[src/rtl/assert_macros.svh]
// Assertion helpers used by the top-level RTL file.
`ifndef ASSERT_MACROS_SVH
`define ASSERT_MACROS_SVH

// The property must hold at every rising edge outside reset.
`define ASSERT_ALWAYS(lbl, clk, rstn, prop, msg) \
    lbl: assert property (@(posedge clk) disable iff (!rstn) (prop)) else $error(msg);

// The expression must never be true at a rising edge outside reset.
`define ASSERT_NEVER(lbl, clk, rstn, expr, msg) \
    lbl: assert property (@(posedge clk) disable iff (!rstn) !(expr)) else $error(msg);

`endif

[src/rtl/i2cbm_pkg.sv]
package i2cbm_pkg;

    localparam int CFG_ADDR_W = 3;
    localparam int CFG_DATA_W = 32;
    localparam int TDATA_IN_W = 16;
    localparam int TUSER_IN_W = 3;
    localparam int TDATA_OUT_W = 16;

    localparam logic [15:0] HALF_PERIOD_RESET = 16'd8;
    localparam logic [2:0] LAST_BIT = 3'd7;

    // Command codes.
    localparam logic [1:0] KIND_START = 2'd0;
    localparam logic [1:0] KIND_STOP  = 2'd1;
    localparam logic [1:0] KIND_WRITE = 2'd2;
    localparam logic [1:0] KIND_READ  = 2'd3;

    // Register index of the configuration port.
    localparam logic REG_HALF_PERIOD = 1'b0;

    typedef enum logic [4:0] {
        PH_IDLE = 5'b00001,
        PH_SEG1 = 5'b00010,
        PH_SEG2 = 5'b00100,
        PH_SEG3 = 5'b01000,
        PH_SEG4 = 5'b10000
    } t_phase;

    typedef struct packed {
        t_phase      phase;
        logic [2:0]  bit_cnt;
        logic [15:0] delay_cnt;
        logic [7:0]  shift_byte;
        logic        scl;
        logic        sda;
        logic        sda_en;
        logic        ack;
        logic [1:0]  kind;
        logic [7:0]  last_rd;
    } t_state;

    typedef struct packed {
        logic       sda_in;
        logic       ack_flag;
        logic [7:0] wr_data;
        logic [1:0] req_type;
        logic       cmd_valid;
    } t_in;

    typedef struct packed {
        logic       rd_valid;
        logic [7:0] rd_data;
        logic       busy_res;
        logic       sda_oe;
        logic       sda_out;
        logic       scl;
    } t_out;

    typedef struct packed {
        logic scl;
        logic sda;
        logic sda_en;
    } t_lines;

    localparam int OUT_W = $bits(t_out);

    function automatic t_phase next_phase(input t_phase ph);
        t_phase res;
        case (ph)
            PH_SEG1: res = PH_SEG2;
            PH_SEG2: res = PH_SEG3;
            PH_SEG3: res = PH_SEG4;
            default: res = PH_IDLE;
        endcase
        return res;
    endfunction

    // Line levels on entry to a segment of a command.
    function automatic t_lines segment_lines(input logic [1:0] kind, input t_phase ph,
                                             input logic wbit, input logic ack,
                                             input t_lines cur);
        t_lines res;
        res = cur;
        case (kind)
            KIND_START: begin
                if (ph == PH_SEG1) begin
                    res.sda = 1'b1;
                    res.sda_en = 1'b1;
                end else if (ph == PH_SEG2) begin
                    res.scl = 1'b1;
                end else begin
                    res.sda = 1'b0;
                end
            end
            KIND_STOP: begin
                if (ph == PH_SEG1) begin
                    res.scl = 1'b0;
                    res.sda = 1'b0;
                    res.sda_en = 1'b1;
                end else if (ph == PH_SEG2) begin
                    res.scl = 1'b1;
                end else begin
                    res.sda = 1'b1;
                end
            end
            KIND_WRITE: begin
                if (ph == PH_SEG1) begin
                    res.scl = 1'b0;
                    res.sda = wbit;
                    res.sda_en = 1'b1;
                end else if (ph == PH_SEG3) begin
                    res.scl = 1'b0;
                    res.sda = 1'b1;
                    res.sda_en = 1'b1;
                end else begin
                    res.scl = 1'b1;
                end
            end
            default: begin
                if (ph == PH_SEG1) begin
                    res.scl = 1'b0;
                    res.sda = 1'b1;
                    res.sda_en = 1'b0;
                end else if (ph == PH_SEG3) begin
                    res.scl = 1'b0;
                    res.sda = ack;
                    res.sda_en = 1'b1;
                end else begin
                    res.scl = 1'b1;
                end
            end
        endcase
        return res;
    endfunction

endpackage

[src/rtl/i2c_bit_level_master_top.sv]
// An accepted tick's result is registered and reaches the master side in the next cycle.
// Throughput: one tick per cycle when not stalled; the line sequencer updates in one pass.
// A stalled result is held in the output register; input is taken once it drains.
// Reset (synchronous, active low) idles the sequencer with SCL and SDA high and driven,
// clears the read byte and loads a half period of eight ticks.
`include "assert_macros.svh"

module i2c_bit_level_master_top (
    input  logic                                   i_clk,
    input  logic                                   i_rst_n,
    // Tick transactions from the controller side.
    input  logic                                   s_axis_tvalid,
    output logic                                   s_axis_tready,
    // tdata, lowest bit first: wr_data[7:0], ack_flag, sda_in, zero padding.
    input  logic [i2cbm_pkg::TDATA_IN_W-1:0]       s_axis_tdata,
    // tuser, lowest bit first: cmd_valid, req_type[1:0].
    input  logic [i2cbm_pkg::TUSER_IN_W-1:0]       s_axis_tuser,
    // Line and status results.
    output logic                                   m_axis_tvalid,
    input  logic                                   m_axis_tready,
    // tdata, lowest bit first: scl, sda_out, sda_oe, busy_res, rd_data[7:0], rd_valid,
    // zero padding.
    output logic [i2cbm_pkg::TDATA_OUT_W-1:0]      m_axis_tdata,
    // Configuration register port.
    input  logic                                   psel,
    input  logic                                   penable,
    input  logic                                   pwrite,
    input  logic [i2cbm_pkg::CFG_ADDR_W-1:0]       paddr,
    input  logic [i2cbm_pkg::CFG_DATA_W-1:0]       pwdata,
    output logic [i2cbm_pkg::CFG_DATA_W-1:0]       prdata,
    output logic                                   pready
);

    // The half period register sits at byte address zero; bit 2 picks the register.
    logic        cfg_sel;
    logic        cfg_wr;
    logic [15:0] r_half_period;

    assign pready = 1'b1;
    assign cfg_sel = (paddr[2] == i2cbm_pkg::REG_HALF_PERIOD);
    assign cfg_wr = psel && penable && pwrite && cfg_sel;
    assign prdata = cfg_sel ? {16'd0, r_half_period} : '0;

    always_ff @(posedge i_clk) begin
        if (!i_rst_n) begin
            r_half_period <= i2cbm_pkg::HALF_PERIOD_RESET;
        end else if (cfg_wr) begin
            r_half_period <= pwdata[15:0];
        end
    end

    // A tick transaction is taken whenever the result register can hold its result.
    logic              in_accept;
    logic              out_room;
    i2cbm_pkg::t_in    item;
    i2cbm_pkg::t_state r_state;
    i2cbm_pkg::t_state n_state;
    i2cbm_pkg::t_out   result;
    i2cbm_pkg::t_out   out_data;

    assign s_axis_tready = out_room;
    assign in_accept = s_axis_tvalid && out_room;

    assign item.cmd_valid = s_axis_tuser[0];
    assign item.req_type = s_axis_tuser[2:1];
    assign item.wr_data = s_axis_tdata[7:0];
    assign item.ack_flag = s_axis_tdata[8];
    assign item.sda_in = s_axis_tdata[9];

    // The whole per-tick update of the sequencer is one combinational pass.
    i2cbm_step u_step (
        .i_state       (r_state),
        .i_item        (item),
        .i_half_period (r_half_period),
        .o_state       (n_state),
        .o_result      (result)
    );

    // The sequencer state advances only on accepted ticks, so stalls freeze line timing.
    always_ff @(posedge i_clk) begin
        if (!i_rst_n) begin
            r_state.phase <= i2cbm_pkg::PH_IDLE;
            r_state.bit_cnt <= 3'd0;
            r_state.delay_cnt <= 16'd0;
            r_state.shift_byte <= 8'd0;
            r_state.scl <= 1'b1;
            r_state.sda <= 1'b1;
            r_state.sda_en <= 1'b1;
            r_state.ack <= 1'b1;
            r_state.kind <= i2cbm_pkg::KIND_START;
            r_state.last_rd <= 8'd0;
        end else if (in_accept) begin
            r_state <= n_state;
        end
    end

    // The output register decouples the master side so input keeps flowing.
    i2cbm_out_reg u_out_reg (
        .i_clk       (i_clk),
        .i_rst_n     (i_rst_n),
        .i_load      (in_accept),
        .i_data      (result),
        .i_ready     (m_axis_tready),
        .o_valid     (m_axis_tvalid),
        .o_data      (out_data),
        .o_accept_ok (out_room)
    );

    assign m_axis_tdata = {{(i2cbm_pkg::TDATA_OUT_W - i2cbm_pkg::OUT_W){1'b0}}, out_data};

    // A completed read always reports the sequencer as no longer busy.
    `ASSERT_NEVER(a_rdvalid_not_busy, i_clk, i_rst_n, m_axis_tvalid && out_data.rd_valid && out_data.busy_res, "read completion shown while busy")
    // Input is refused only while a result is waiting and the master side stalls.
    `ASSERT_ALWAYS(a_ready_only_on_stall, i_clk, i_rst_n, !s_axis_tready |-> (m_axis_tvalid && !m_axis_tready), "input refused without an output stall")
    // A command taken while idle makes the next result busy.
    `ASSERT_ALWAYS(a_cmd_sets_busy, i_clk, i_rst_n, (in_accept && item.cmd_valid && r_state.phase == i2cbm_pkg::PH_IDLE) |=> (m_axis_tvalid && out_data.busy_res), "command load did not start a sequence")

endmodule

[src/rtl/i2cbm_step.sv]
module i2cbm_step (
    input  i2cbm_pkg::t_state i_state,
    input  i2cbm_pkg::t_in    i_item,
    input  logic [15:0]       i_half_period,
    output i2cbm_pkg::t_state o_state,
    output i2cbm_pkg::t_out   o_result
);

    logic [15:0]       period;
    logic              expire;
    logic              done;
    logic              enter;
    logic              rd_valid;
    logic              wbit;
    i2cbm_pkg::t_state ns;
    i2cbm_pkg::t_lines lines;

    assign period = (i_half_period == 16'd0) ? 16'd1 : i_half_period;
    assign expire = ({1'b0, i_state.delay_cnt} + 17'd1) >= {1'b0, period};

    always_comb begin
        ns = i_state;
        done = 1'b0;
        enter = 1'b0;
        rd_valid = 1'b0;
        if (i_state.phase == i2cbm_pkg::PH_IDLE) begin
            if (i_item.cmd_valid) begin
                ns.kind = i_item.req_type;
                ns.shift_byte = (i_item.req_type == i2cbm_pkg::KIND_WRITE) ?
                                i_item.wr_data : 8'd0;
                ns.ack = ~i_item.ack_flag;
                ns.bit_cnt = 3'd0;
                ns.delay_cnt = 16'd0;
                ns.phase = i2cbm_pkg::PH_SEG1;
                enter = 1'b1;
            end
        end else if (expire) begin
            ns.delay_cnt = 16'd0;
            if (i_state.kind == i2cbm_pkg::KIND_START || i_state.kind == i2cbm_pkg::KIND_STOP)
            begin
                if (i_state.phase == i2cbm_pkg::PH_SEG3) begin
                    done = 1'b1;
                end else begin
                    ns.phase = i2cbm_pkg::next_phase(i_state.phase);
                    enter = 1'b1;
                end
            end else if (i_state.phase == i2cbm_pkg::PH_SEG2) begin
                if (i_state.bit_cnt != i2cbm_pkg::LAST_BIT) begin
                    ns.bit_cnt = i_state.bit_cnt + 3'd1;
                    ns.phase = i2cbm_pkg::PH_SEG1;
                end else begin
                    ns.phase = i2cbm_pkg::PH_SEG3;
                end
                enter = 1'b1;
            end else if (i_state.phase == i2cbm_pkg::PH_SEG4) begin
                done = 1'b1;
            end else begin
                ns.phase = i2cbm_pkg::next_phase(i_state.phase);
                enter = 1'b1;
            end
        end else begin
            ns.delay_cnt = i_state.delay_cnt + 16'd1;
        end

        if (done) begin
            ns.phase = i2cbm_pkg::PH_IDLE;
            if (i_state.kind == i2cbm_pkg::KIND_WRITE || i_state.kind == i2cbm_pkg::KIND_READ)
            begin
                ns.scl = 1'b0;
            end
            if (i_state.kind == i2cbm_pkg::KIND_READ) begin
                ns.last_rd = i_state.shift_byte;
                rd_valid = 1'b1;
            end
        end

        wbit = ns.shift_byte[i2cbm_pkg::LAST_BIT - ns.bit_cnt];
        lines = i2cbm_pkg::segment_lines(ns.kind, ns.phase, wbit, ns.ack,
                                         '{scl: ns.scl, sda: ns.sda, sda_en: ns.sda_en});
        if (enter) begin
            ns.scl = lines.scl;
            ns.sda = lines.sda;
            ns.sda_en = lines.sda_en;
        end

        // The read byte is sampled on every tick of a data bit's high phase.
        if (ns.kind == i2cbm_pkg::KIND_READ && ns.phase == i2cbm_pkg::PH_SEG2) begin
            ns.shift_byte[i2cbm_pkg::LAST_BIT - ns.bit_cnt] = i_item.sda_in;
        end
    end

    assign o_state = ns;
    assign o_result.scl = ns.scl;
    assign o_result.sda_out = ns.sda_en ? ns.sda : 1'b1;
    assign o_result.sda_oe = ns.sda_en;
    assign o_result.busy_res = (ns.phase != i2cbm_pkg::PH_IDLE);
    assign o_result.rd_data = ns.last_rd;
    assign o_result.rd_valid = rd_valid;

endmodule

[src/rtl/i2cbm_out_reg.sv]
module i2cbm_out_reg (
    input  logic                          i_clk,
    input  logic                          i_rst_n,
    input  logic                          i_load,
    input  logic [i2cbm_pkg::OUT_W-1:0]   i_data,
    input  logic                          i_ready,
    output logic                          o_valid,
    output logic [i2cbm_pkg::OUT_W-1:0]   o_data,
    output logic                          o_accept_ok
);

    logic                        r_valid;
    logic                        n_valid;
    logic [i2cbm_pkg::OUT_W-1:0] r_data;

    // A new result may enter when the register is empty or drains this cycle.
    assign o_accept_ok = !r_valid || i_ready;

    always_comb begin
        n_valid = r_valid;
        if (i_load) begin
            n_valid = 1'b1;
        end else if (i_ready) begin
            n_valid = 1'b0;
        end
    end

    always_ff @(posedge i_clk) begin
        if (!i_rst_n) begin
            r_valid <= 1'b0;
        end else begin
            r_valid <= n_valid;
        end
    end

    always_ff @(posedge i_clk) begin
        if (i_load) begin
            r_data <= i_data;
        end
    end

    assign o_valid = r_valid;
    assign o_data = r_data;

endmodule

[config.mk]
export PLATFORM = sky130hd
export DESIGN_NAME = i2c_bit_level_master_top
export DESIGN_NICKNAME = d
export VERILOG_FILES = /design/src/rtl/i2cbm_pkg.sv /design/src/rtl/i2c_bit_level_master_top.sv /design/src/rtl/i2cbm_step.sv /design/src/rtl/i2cbm_out_reg.sv
export VERILOG_INCLUDE_DIRS = /design/src /design/src/rtl
export SDC_FILE = /design/constraint.sdc
export NUM_CORES = 1
export LEC_CHECK = 0
export ABC_AREA = 1
export BUFFER_PORTS_ARGS = -buffer_cell sky130_fd_sc_hd__buf_2
export CAP_MARGIN = 10
export CELL_PAD_IN_SITES_DETAIL_PLACEMENT = 1
export CELL_PAD_IN_SITES_GLOBAL_PLACEMENT = 1
export CORE_MARGIN = 1
export CORE_UTILIZATION = 30
export CTS_CLUSTER_DIAMETER = 40
export DETAILED_ROUTE_END_ITERATION = 12
export HOLD_SLACK_MARGIN = 0.03
export PLACE_DENSITY_LB_ADDON = 0.15
export SYNTH_ARGS = -nofsm -noshare
export SYNTH_HDL_FRONTEND = slang
export SYNTH_HIERARCHICAL = 1
export SYNTH_SLANG_ARGS = --single-unit
[constraint.sdc]
create_clock -name i_clk -period 5.7 [get_ports i_clk]
set_clock_uncertainty 0.2 [all_clocks]
set_input_delay 0.285 -clock i_clk [delete_from_list [all_inputs] [get_ports i_clk]]
set_output_delay 0.285 -clock i_clk [all_outputs]
set_load 0.05 [all_outputs]
Yosys cells after proc, flatten, opt, wreduce, memory -nomap -nowiden
Cells that the tools add are included.
{"block": "totals", "register_bits": 76, "out_inout_bits": 51, "n_memories": 0, "mem_bits_rw": 0, "latch_bits": 0, "romBits": 0}
{"block": "op_classes", "addsub": 4, "n_mul": 0, "reduce_logical": 15, "eq_ne": 18, "div_mod_pow": 0, "shifts": 0, "order_cmp": 3, "n_bitwise": 2, "n_mux": 61}
{"operator": "2-to-1 mux 16 bit", "n": 3}
{"operator": "2-to-1 mux 8 bit", "n": 6}
{"operator": "2-to-1 mux 32 bit", "n": 1}
{"operator": "2-to-1 mux 1 bit", "n": 27}
{"operator": "2-to-1 mux 5 bit", "n": 5}
{"operator": "2-to-1 mux 24 bit", "n": 1}
{"operator": "2-to-1 mux 3 bit", "n": 8}
{"operator": "adder 16 x 1 -> 17 bit, second input constant", "n": 1}
{"operator": "greater-or-equal comparator 17 x 16 -> 1 bit", "n": 1}
{"operator": "adder 16 x 1 -> 16 bit, second input constant", "n": 1}
{"operator": "zero test 16 bit", "n": 1}
{"operator": "== test 2 bit, second input constant", "n": 5}
{"operator": "== test 5 x 2 -> 1 bit, second input constant", "n": 2}
{"operator": "== test 5 x 3 -> 1 bit, second input constant", "n": 2}
{"operator": "== test 5 x 4 -> 1 bit, second input constant", "n": 2}
{"operator": "one-hot mux 5 bit (2 select lines)", "n": 1}
{"operator": "one-hot mux 3 bit (3 select lines)", "n": 1}
{"operator": "bitwise mux 8 bit", "n": 1}
{"operator": "one-hot mux 4 bit (2 select lines)", "n": 1}
{"operator": "logical AND 1 bit", "n": 6}
{"operator": "2-to-1 mux 2 bit", "n": 3}
{"operator": "== test 5 x 1 -> 1 bit, second input constant", "n": 1}
{"operator": "== test 5 bit, second input constant", "n": 1}
{"operator": "!= test 5 x 1 -> 1 bit, second input constant", "n": 1}
{"operator": "other kinds (16)", "n": 21}

Longest topological paths before layout
{"block": "depth", "ltp_word": 14, "ltp_mapped": 34}

Modules after synthesis
The synthesis kept the hierarchy.
{"mod": "i2c_bit_level_master_top", "seq_area_each_um2": 1241.2, "instances": 1, "area_per_inst_um2": 2651.3, "cells_each": 363}
{"mod": "i2cbm_step", "seq_area_each_um2": 0.0, "instances": 1, "area_per_inst_um2": 2257.2, "cells_each": 440}
{"mod": "i2cbm_out_reg", "seq_area_each_um2": 410.4, "instances": 1, "area_per_inst_um2": 436.7, "cells_each": 19}

Worst setup path before layout
Ideal clock, no wire load.
{"block": "synth_path", "path_kind": "reg-to-reg", "from": "register r_state[22] in the netlist's numbering", "to": "register r_state[1] in the netlist's numbering", "setup_ps": 116, "required_time_ps": 5384, "arrival_ps": 3796, "setup_slack_ps": 1588, "path_stages_with_launch": 25, "cell_sequence": "dfxtp_1 ha_1 nand3_2 inv_1 nand2_2 nor3_1 nand2_1 nor2_1 xor2_1 inv_1 ha_1 nand2_1 nor2_1 nand3_1 nor2_2 nand2_4 nand2_4 buf_6 nand2_1 nor3_1 buf_2 mux2_2 buf_4 o21ai_0 nor2_1"}
{"item": "start, declared", "line_no": "i2c_bit_level_master_top.sv:56", "rtl": "i2cbm_pkg::t_state r_state;"}
{"item": "start signal, assigned", "line_no": "i2c_bit_level_master_top.sv:93", "rtl": "r_state <= n_state;"}

==> tab_implementation.tex <==
\begin{tabular}{lr}
\hline
Metric & Value \\
\hline
\multicolumn{2}{l}{\textbf{Synth}} \\
\quad Area share of xor/xnor cells in the synthesized design & 1.80\% \\
\quad Compound-Gate Fraction of Synth Area & 9.78\% \\
\quad Portion of netlist area occupied by mux cells & 1.24\% \\
\quad Simple-gate share of the synthesized area & 35.7\% \\
\quad Warning count from the yosys run & 6 \\
\quad Combinational family with the most area after synthesis & simple AND/OR/NAND/NOR gates \\
\quad Synthesized area divided by synthesized cell count & 6.50 um2 \\
\quad Post-synth design cell area & 5350 um2 \\
\quad Number of enable-type register cells in the synthesized netlist & 13 \\
\quad Top flip-flop cell by instance count after synthesis & dfxtp\_1 \\
\quad Post-synthesis adder-cell area fraction & 4.21\% \\
\quad \#FFs+latches synth & 76 \\
\quad Share of synthesized registers carrying an async set or reset & 0\% \\
\quad Post-synthesis sequential area ratio & 30.9\% \\
\quad Mapped Cells & 822 \\
\quad Synth cell types & 44 \\
\multicolumn{2}{l}{\textbf{Drt}} \\
\quad Number of routed nets with antenna violations & 0 \\
\quad \# DRC & 0 \\
\quad Starting DRC count in detailed routing & 204 \\
\quad Average via count per standard cell & 4.69 \\
\quad Routed vias & 5,146 \\
\quad Wire length reported by the detailed router & 14,800 um \\
\quad First-pass iteration count of the detailed router & 4 \\
\quad WL per Instance & 13.5 um \\
\multicolumn{2}{l}{\textbf{Worst setup path}} \\
\quad Kind of start point of the critical path & flop \\
\quad Critical path class & flop to flop \\
\quad Cell type group with the largest total delay on the critical path & simple AND/OR/NAND/NOR gates \\
\quad Worst flop-to-flop path endpoint & r\_state[14] \\
\quad Most repeated library cell on the critical path & nand2\_1 \\
\quad Delay of the slowest cell on the worst path & 0.44 ns \\
\quad Slowest stage cell on the critical path & dfxtp\_1 \\
\quad Data arrival time of the worst path & 5.02 ns \\
\quad Endpoint type of the worst setup path & flop \\
\quad Biggest fanout along the worst timing path & 13 \\
\quad Worst R2R Start & r\_state[22] \\
\quad Path depth of the worst reg2reg path & 30 \\
\quad Critical Path RT & 5.74 ns \\
\quad Reg2Reg Setup Slack & 0.72 ns \\
\quad Count of buffer and inverter cells on the critical path & 3 \\
\quad Total stage count of the critical path & 30 \\
\multicolumn{2}{l}{\textbf{Clocking}} \\
\quad Clock latency at the later pin of the worst-skew pair & 0.35 ns \\
\quad Hold\_buf cts & 2 \\
\quad Root cell of the clock tree & clkbuf\_16 \\
\quad Number of setup buffers added after CTS & 0 \\
\quad TritonCTS Buffers & 9 \\
\quad Number of cells upsized or downsized after cts & 0 \\
\quad Clock transition time at the flip-flop clock pins of the worst setup and hold paths & 0.07 ns \\
\quad TritonCTS clock tree & yes \\
\quad Maximum buffer depth of the clock tree & 2 \\
\quad H-Tree Level Count & 3 \\
\quad CTS Sinks & 76 \\
\multicolumn{2}{l}{\textbf{Power and ir drop}} \\
\quad Worst IR Drop VDD & 0.132 mV \\
\quad Power density over the cells & 295 nW/um2 \\
\quad PnR Total Power & 1.77 mW \\
\quad Leakage & 2.92 nW \\
\multicolumn{2}{l}{\textbf{STA}} \\
\quad Fraction of the cycle the final worst path needs & 87.3\% \\
\quad Endpoints failing setup & 0 \\
\quad Measured slew at the worst slew-check pin & 0.681 ns \\
\quad Unrepaired setup endpoints after global routing & no \\
\quad Maximum clock frequency & 0.201 GHz \\
\quad PnR worst setup slack & 0.724 ns \\
\quad Min Hold Slack & 0.0584 ns \\
\quad Max transition margin & 54.6\% \\
\quad Number of failing hold endpoints at the final stage & 0 \\
\quad Max-slew violation count & 0 \\
\quad Post-route setup TNS & 0 ns \\
\quad Min Tclk post-route & 4.98 ns \\
\multicolumn{2}{l}{\textbf{GRT}} \\
\quad Total global-route track usage & 17.1\% \\
\quad Remaining Overflow, GRT & 0 \\
\quad Pin count of the biggest net entering global routing & 64 \\
\quad Global-route wire length before repair & 24,700 um \\
\quad Via count of the first global-routing pass & 5,206 \\
\quad Initial antenna violation count & 0 \\
\multicolumn{2}{l}{\textbf{Min path}} \\
\quad Count of cells along the worst hold path & 5 \\
\quad Start point of the worst hold path & pwdata[10] \\
\quad Hold EP & r\_half\_period[10] \\
\quad Worst hold path class & primary input to flop \\
\multicolumn{2}{l}{\textbf{Layout}} \\
\quad Fraction of final layout cells sized beyond drive strength 1 & 16.2\% \\
\quad Diodes inserted & 0 \\
\quad Final cell count without fillers & 1,097 \\
\quad Area growth, synth to finish & 12.3\% \\
\quad Final cell utilization of the core & 34.6\% \\
\quad Number of nets at the end of the flow & 946 \\
\quad Design area & 6000 um2 \\
\multicolumn{2}{l}{\textbf{Die}} \\
\quad Placeable core area & 17,400 um2 \\
\quad Number of ports placed on the die boundary & 112 \\
\quad Floorplan row count & 48 \\
\quad Starting Density & 30.8\% \\
\quad Chip height & 135 um \\
\quad Horiz. Die Dim & 135 um \\
\quad Die outline area & 18,400 um2 \\
\multicolumn{2}{l}{\textbf{Place}} \\
\quad Setup WS pre-CTS & 0.751 ns \\
\quad Weighted congestion reported at the end of routability-driven placement & 0.867 \\
\quad DP Wirelength & 10,900 um \\
\quad Cells after DPL & 1,079 \\
\quad Input/output buffers & 67 \\
\quad Post-Place Cell Area & 5680 um2 \\
\multicolumn{2}{l}{\textbf{Run status}} \\
\quad Result of the run & finished clean \\
\multicolumn{2}{l}{\textbf{Run}} \\
\quad Max\_cap viols & 0 \\
\hline
\end{tabular}
==> placed cells by master (no fill, tap or decap), types with 6 or more instances in the layout <==
cell | synthesis | final
nand4_1 | 6 | 6
o21ai_1 | 10 | 10
conb_1 | 2 | 20
buf_2 | 11 | 67
nor2_1 | 149 | 149
dfxtp_1 | 63 | 63
edfxtp_1 | 13 | 13
inv_1 | 122 | 121
o21ai_0 | 61 | 61
nand3_1 | 65 | 65
clkbuf_16 | 0 | 9
a21oi_1 | 12 | 12
nand2_1 | 153 | 153
nand2_2 | 8 | 8
xor2_1 | 11 | 11
ha_1 | 18 | 18
nor2_2 | 21 | 21
==> worst reg2reg max path: cells and delay by family, from the launching register on <==
kind	cells	cell delay (ns)
fa+ha+maj	2	0.55
compound gates	2	0.24
flops	1	0.44
buf+inv	3	0.29
xor+xnor	1	0.22
simple gates	22	2.92
==> flip-flops by register name, indices dropped and copies added (netlist names) <==
| name | cells |
|---|---|
| u_out_reg/o_valid | 1 |
| r_state | 46 |
| u_out_reg/o_data | 13 |
| r_half_period | 16 |
==> where the power goes <==
group,internal (mW),switching (mW),leakage (nW)
logic,0.155,0.389,2.13
registers,0.593,0.0332,0.646
clock network,0.346,0.258,0.145
==> cell usage after synthesis (3+ instances only) <==
| master | number | area (um2) |
|---|---|---|
| xor2_1 | 11 | 96.3 |
| nand2_2 | 8 | 50.1 |
| nand3b_1 | 3 | 22.5 |
| buf_4 | 33 | 248 |
| edfxtp_1 | 13 | 390 |
| mux2_2 | 5 | 56.3 |
| o22ai_1 | 3 | 18.8 |
| ha_1 | 18 | 225 |
| nor2_1 | 149 | 559 |
| nor4_1 | 5 | 31.3 |
| dfxtp_1 | 63 | 1260 |
| nand2_1 | 153 | 574 |
| clkbuf_1 | 7 | 26.3 |
| clkbuf_2 | 3 | 15.0 |
| nor2_2 | 21 | 131 |
| inv_1 | 122 | 458 |
| o21ai_1 | 10 | 50.1 |
| nand4_1 | 6 | 37.5 |
| nor2_4 | 4 | 45.0 |
| nand2_4 | 3 | 33.8 |
| inv_2 | 3 | 11.3 |
| o21ai_0 | 61 | 305 |
| a21oi_1 | 12 | 60.1 |
| nand3_1 | 65 | 325 |
| buf_2 | 11 | 55.1 |
| nand3_2 | 4 | 40.0 |
| o21a_1 | 3 | 22.5 |
==> area by class of cell <==
cell class                      count  area (um2)
Sequential cell                    76        1650
Fill cell                        2269       11400
Clock inverter                      7        82.6
Clock buffer                        9         225
Multi-Input combinational cell    580        2900
Timing Repair Buffer               74         393
Inverter                          126         474
Tap cell                          225         282
==> layer usage <==
metal  track usage, %  part of all wire [%]
met1             19.7                    46
met2             31.2                    50
met3             3.11                   2.4
met4             6.18                   1.8
met5                0                     0
==> how the worst max path moves through the flow <==
stage	from	endpoint	slack [ns]
floorplan	r_state[22]	r_state[1]	1.59
global placement	r_state[22]	r_state[18]	0.87
detailed placement	r_state[22]	r_state[14]	0.75
CTS	r_state[22]	r_state[14]	0.72
global route	r_state[22]	r_state[21]	0.17
finish	r_state[22]	r_state[14]	0.72
==> cell families after synthesis <==
family                   Yosys count
adder cells (fa/ha/maj)           18
multiplexers                       6
buffers and inverters            184
XOR/XNOR                          11
AO/OA/AOI/OAI                     97
other                              2
flip-flops                        76
AND/OR/NAND/NOR                  428
No activity file was read; power rests on OpenSTA's default activity.
